File: src/hdl/lprt_pkg.sv
// Shared types and constants for the linear-probe rule table.
package lprt_pkg;

  localparam int DEFAULT_DEPTH = 256;
  localparam int KEY_W = 32;
  localparam int RULE_W = 32;
  localparam int FOLD_W = 8;
  localparam int STATUS_W = 3;
  localparam int MODE_W = 2;

  localparam logic [KEY_W-1:0] SUBST_RESET = 32'd1;

  localparam int FOLD_ROUNDS = 32;
  localparam int ROUNDS_PER_STEP = 4;
  localparam int FOLD_STEPS = FOLD_ROUNDS / ROUNDS_PER_STEP;
  localparam int FOLD_CNT_W = $clog2(FOLD_STEPS);
  localparam int MOD_STEPS = FOLD_W;
  localparam int MOD_CNT_W = $clog2(MOD_STEPS);
  localparam int MOD_CMP_W = 16;
  localparam int HASH_LIMIT = 1 << FOLD_W;

  localparam logic [MODE_W-1:0] MODE_ADD = 2'd0;
  localparam logic [MODE_W-1:0] MODE_DEL = 2'd1;
  localparam logic [MODE_W-1:0] MODE_GET = 2'd2;
  localparam logic [MODE_W-1:0] MODE_EXISTS = 2'd3;

  localparam logic [STATUS_W-1:0] STAT_OK = 3'd0;
  localparam logic [STATUS_W-1:0] STAT_FULL = 3'd1;
  localparam logic [STATUS_W-1:0] STAT_DUP = 3'd2;
  localparam logic [STATUS_W-1:0] STAT_EMPTY = 3'd3;
  localparam logic [STATUS_W-1:0] STAT_MISSING = 3'd4;

  typedef enum logic [1:0] {
    H_IDLE,
    H_FOLD,
    H_MOD,
    H_DONE
  } hash_state_t;

  typedef enum logic [2:0] {
    S_CLEAR,
    S_IDLE,
    S_HASH,
    S_READ,
    S_CMP,
    S_WRITE
  } ctl_state_t;

  typedef struct packed {
    logic rd;
    logic wr;
  } store_ctl_t;

endpackage

File: src/hdl/lprt_hash.sv
// Iterative home-slot unit: byte fold of the key, then reduction modulo the depth.
module lprt_hash #(
  parameter int TABLE_DEPTH = lprt_pkg::DEFAULT_DEPTH,
  parameter int AW = $clog2(TABLE_DEPTH)
) (
  input  logic                         clk,
  input  logic                         rst_n,
  input  logic                         start_i,
  input  logic [lprt_pkg::KEY_W-1:0]   key_i,
  output logic                         done_o,
  output logic [AW-1:0]                slot_o
);

  localparam bit NEED_MOD = TABLE_DEPTH < lprt_pkg::HASH_LIMIT;
  localparam logic [lprt_pkg::MOD_CMP_W-1:0] DEP_W = lprt_pkg::MOD_CMP_W'(TABLE_DEPTH);

  lprt_pkg::hash_state_t state_r, state_nxt;
  logic [lprt_pkg::KEY_W-1:0]      k_r, k_nxt;
  logic [lprt_pkg::FOLD_W-1:0]     sum_r, sum_nxt;
  logic [lprt_pkg::FOLD_CNT_W-1:0] cnt_r, cnt_nxt;
  logic [lprt_pkg::MOD_CNT_W-1:0]  step_r, step_nxt;
  logic [lprt_pkg::KEY_W-1:0]      k_fold;
  logic [lprt_pkg::FOLD_W-1:0]     s_fold;
  logic [lprt_pkg::MOD_CMP_W-1:0]  sh;

  always_ff @(posedge clk) begin
    if (!rst_n) begin
      state_r <= lprt_pkg::H_IDLE;
    end else begin
      state_r <= state_nxt;
    end
  end

  always_ff @(posedge clk) begin
    k_r    <= k_nxt;
    sum_r  <= sum_nxt;
    cnt_r  <= cnt_nxt;
    step_r <= step_nxt;
  end

  always_comb begin
    logic [lprt_pkg::KEY_W-1:0]  kk;
    logic [lprt_pkg::FOLD_W-1:0] ss;
    kk = k_r;
    ss = sum_r;
    for (int j = 0; j < lprt_pkg::ROUNDS_PER_STEP; j++) begin
      ss = ss ^ kk[lprt_pkg::FOLD_W-1:0];
      kk = kk >> 1;
    end
    k_fold = kk;
    s_fold = ss;
  end

  assign sh = DEP_W << step_r;

  always_comb begin
    state_nxt = state_r;
    k_nxt     = k_r;
    sum_nxt   = sum_r;
    cnt_nxt   = cnt_r;
    step_nxt  = step_r;
    done_o    = 1'b0;
    unique case (state_r)
      lprt_pkg::H_IDLE: begin
        if (start_i) begin
          k_nxt     = key_i;
          sum_nxt   = '0;
          cnt_nxt   = '0;
          state_nxt = lprt_pkg::H_FOLD;
        end
      end
      lprt_pkg::H_FOLD: begin
        k_nxt   = k_fold;
        sum_nxt = s_fold;
        cnt_nxt = cnt_r + 1'b1;
        if (cnt_r == lprt_pkg::FOLD_CNT_W'(lprt_pkg::FOLD_STEPS - 1)) begin
          step_nxt  = lprt_pkg::MOD_CNT_W'(lprt_pkg::MOD_STEPS - 1);
          state_nxt = NEED_MOD ? lprt_pkg::H_MOD : lprt_pkg::H_DONE;
        end
      end
      lprt_pkg::H_MOD: begin
        if ({{(lprt_pkg::MOD_CMP_W - lprt_pkg::FOLD_W){1'b0}}, sum_r} >= sh) begin
          sum_nxt = sum_r - sh[lprt_pkg::FOLD_W-1:0];
        end
        step_nxt = step_r - 1'b1;
        if (step_r == '0) begin
          state_nxt = lprt_pkg::H_DONE;
        end
      end
      lprt_pkg::H_DONE: begin
        done_o    = 1'b1;
        state_nxt = lprt_pkg::H_IDLE;
      end
      default: begin
        state_nxt = lprt_pkg::H_IDLE;
      end
    endcase
  end

  assign slot_o = AW'(sum_r);

endmodule

File: config.mk
export PLATFORM = sky130hd
export DESIGN_NAME = lprt_hash
export DESIGN_NICKNAME = d
export VERILOG_FILES = /design/src/hdl/lprt_pkg.sv /design/src/hdl/lprt_hash.sv
export SDC_FILE = /design/constraint.sdc
export NUM_CORES = 1
export LEC_CHECK = 0
export BUFFER_PORTS_ARGS = -buffer_cell sky130_fd_sc_hd__buf_2
export CELL_PAD_IN_SITES_DETAIL_PLACEMENT = 1
export CELL_PAD_IN_SITES_GLOBAL_PLACEMENT = 1
export CORE_AREA = 2 2 82 84
export CTS_BUF_LIST = sky130_fd_sc_hd__clkbuf_16
export CTS_CLUSTER_DIAMETER = 30
export DETAILED_ROUTE_END_ITERATION = 10
export DIE_AREA = 0 0 84 86
export PLACE_DENSITY_LB_ADDON = 0.1
export SYNTH_ARGS = -nofsm -noshare
export SYNTH_HDL_FRONTEND = slang
export SYNTH_SLANG_ARGS = --single-unit
export TNS_END_PERCENT = 50
File: constraint.sdc
create_clock -name clk -period 4.61 [get_ports clk]
set_input_delay 0.6915 -clock clk [delete_from_list [all_inputs] [get_ports clk]]
set_output_delay 0.6915 -clock clk [all_outputs]
set_load 0.01 [all_outputs]
==> impl_metrics.toml <==
[clock_network]
clk_pin_slew_ns = 0.07
numCtsBuffers = 5
cts_sinks = 48
post_cts_buffers = 0
cts_hold_buf = 0
clock_latency_ns = 0.29
ctsHtreeMaxLevel = 2
ctsResizeCount = 0
cts_tree = "yes"
clock-root-buffer = "clkbuf_16"
cts_buffer_depth = 2

[synth]
yosys.area.top_type = "edfxtp_1"
syn_nets = 219
synth_warnings = 0
synth_common_cells = "edfxtp_1, mux2_2, ha_1"
synth_edf_count = 46
synth_top_flop_cell = "edfxtp_1"
syn_inst = 172
synth_top_area_share_pct = 56.1
yosys-top-cells-area = "edfxtp_1, mux2_2, ha_1"
ys_async_sr_fraction_pct = 0
postSynthAreaPerCell_um2 = 14.3
yosysSeqAreaShare_pct = 57.8
post_synth_num_cell_types = 31
syn-cell-area_um2 = 2460
ys_ff_latch = 48
yosysMostFrequentCell = "edfxtp_1"

[critical_path]
crit_family = "compound AO/OA/AOI/OAI gates"
slowest_delay_ns = 1.01
worstPathRequired_ns = 4.51
rr_worst_depth = 4
crit_slowest_cell = "a211oi_1"
worstSetupStartpoint = "step_r[0]"
critPathKind = "reg -> reg"
cp-start-kind = "flip-flop"
rrSetupSlack_ns = 1.98
crit_path_end = "slot_o[0]"
r2r-start = "step_r[0]"
critical_path_buf_inv_count = 1
crit_chain = "inv_1, ha_1, or4_1, a211oi_1"
critical_path_arrival_ns = 2.53
crit_fanout = 8
end_kind = "flip-flop"
worst-path-stages = 4
rr_endpoint = "slot_o[0]"

[timing]
hold_violations = 0
relSlewSlack_pct = 19.2
setup_slack_ns = 1.98
rsz0062_at_grt = "no"
period_needed_ns = 2.63
drv_slew = 0
max_freq_mhz = 380
setup_tns_ns = 0
whs_ns = 0.549
skew_ns = 0.00507
worst-slew-pin-transition_ns = 1.20
setup_viol = 0
min_period_over_period_pct = 57.1

[grt]
antenna_found_initial = 0
grt_pass1_wl_mm = 7.59
gr-total-overflow = 0
grt_pass1_vias = 1591
grt_start_max_net_pins = 41
grtUsageTotal_pct = 13.2

[die]
dieHeight_um = 86
core_area_um2 = 6280
num_rows = 29
ios = 44
die_area_um2 = 7220
die_w_um = 84
initial_core_util_pct = 39.2

[pwr]
p_leak_nw = 1.16
ir_drop_mv = 0.270
power_density_nw_per_um2 = 756

[route]
vias = 1454
dr.pass1.iters = 4
drtAntennaViolNets = 0
finalWirelength_mm = 4.49
vias_per_cell = 4.95
drt_iter0_markers = 28
drc = 0
wl_per_cell_um = 15.3

[placement]
hpwl_mm = 3.19
dp_slack_ns = 1.97
placed_area_um2 = 2760
gp_congestion = 0.786
port_buffers = 43

[final_layout]
fin_util_pct = 47.0
area_delta_synth_final_pct = 19.8
final_nets = 264
diodes = 0
final_area_um2 = 2950
drive_gt1_share_pct = 40.1
fill_cells = 652

[job]
maxCapViolations = 0

[hold_path]
hp-class = "reg -> reg"

[status]
status = "finished clean"
==> state kept, by name, summed over array words and instances, names as in the netlist <==
signal / cells
cnt_r: 3
k_r: 32
slot_o: 8
state_r: 2
step_r: 3
==> metal layers <==
metal / track usage (%) / vias up / part of all wire [%]
li1: - / 715 / -
met3: 4.14 / 4 / 5.1
met2: 23.1 / 35 / 50
met1: 15.6 / 700 / 44
met4: 4.40 / 0 / 0.71
met5: 0 / - / 0
==> final cells by class <==
cell class / count / area [µm²] / area share (%)
repair buffers: 44 / 223 / 7.56
well taps: 77 / 96.3 / 3.27
flip-flops and latches: 48 / 1420 / 48.2
clock buffers: 5 / 125 / 4.24
multi-input cells: 111 / 996 / 33.8
clock inverters: 2 / 60.1 / 2.04
inverters: 7 / 26.3 / 0.891
==> cell usage in the layout, fill, tap and decap left out <==
cell	netlist	routed
buf_2	5	43
o21ai_0	3	2
o211ai_2	1	1
nor2_1	7	7
o21ai_4	0	1
a211oi_1	2	2
o21ba_2	1	1
or4_1	1	1
xor2_2	1	1
and4b_1	1	1
xnor2_2	1	1
ha_1	12	12
xnor3_1	1	1
a22o_1	4	4
o211ai_1	2	2
a21oi_1	5	5
nor4_1	1	1
a221oi_2	1	1
and2_1	3	3
xnor2_1	9	9
edfxtp_1	46	46
mux2i_1	1	1
and4b_2	1	1
xor2_1	5	5
mux2_2	29	29
dfxtp_1	2	2
nand2b_1	1	1
inv_1	7	7
o21ai_1	3	3
buf_4	0	1
nor2b_1	8	8
clkbuf_16	0	5
bufinv_16	0	2
nand2_1	7	7
==> power by group <==
part	switching, mW	total [mW]	leakage (nW)	internal [mW]
sequential	0.118	0.902	0.461	0.784
clock	0.156	0.464	0.0899	0.308
combinational	0.469	0.862	0.606	0.393
total	0.743	2.23	1.16	1.48
==> worst min-delay path by stage <==
stage / startpoint / end / slack, ns / depth (start not counted)
detailed placement: k_r[23] / k_r[19] / 0.53 / 1
finish: k_r[13] / k_r[9] / 0.55 / 1
global route: k_r[15] / k_r[11] / 0.57 / 1
global placement: k_r[15] / k_r[11] / 0.53 / 1
floorplan: state_r[0] / state_r[0] / 0.52 / 2
CTS: k_r[17] / k_r[13] / 0.55 / 1
==> logic make-up after synthesis <==
family / count (synthesis) / share of synthesized area (%)
mux: 30 / 13.7
buf+inv: 13 / 2.24
simple gates: 30 / 6.61
xor+xnor: 17 / 7.22
compound gates: 22 / 6.40
flops: 48 / 57.8
fa+ha+maj: 12 / 6.10
==> metrics by stage <==
step           cells  power (mW)
2_1_floorplan    172        1.57
3_3_place_gp     287        1.74
3_5_place_dp     287        1.79
4_1_cts          294        2.26
5_1_grt          294        2.39
6_report         294        2.23
Note: power is estimated with default switching activity, not from simulation.
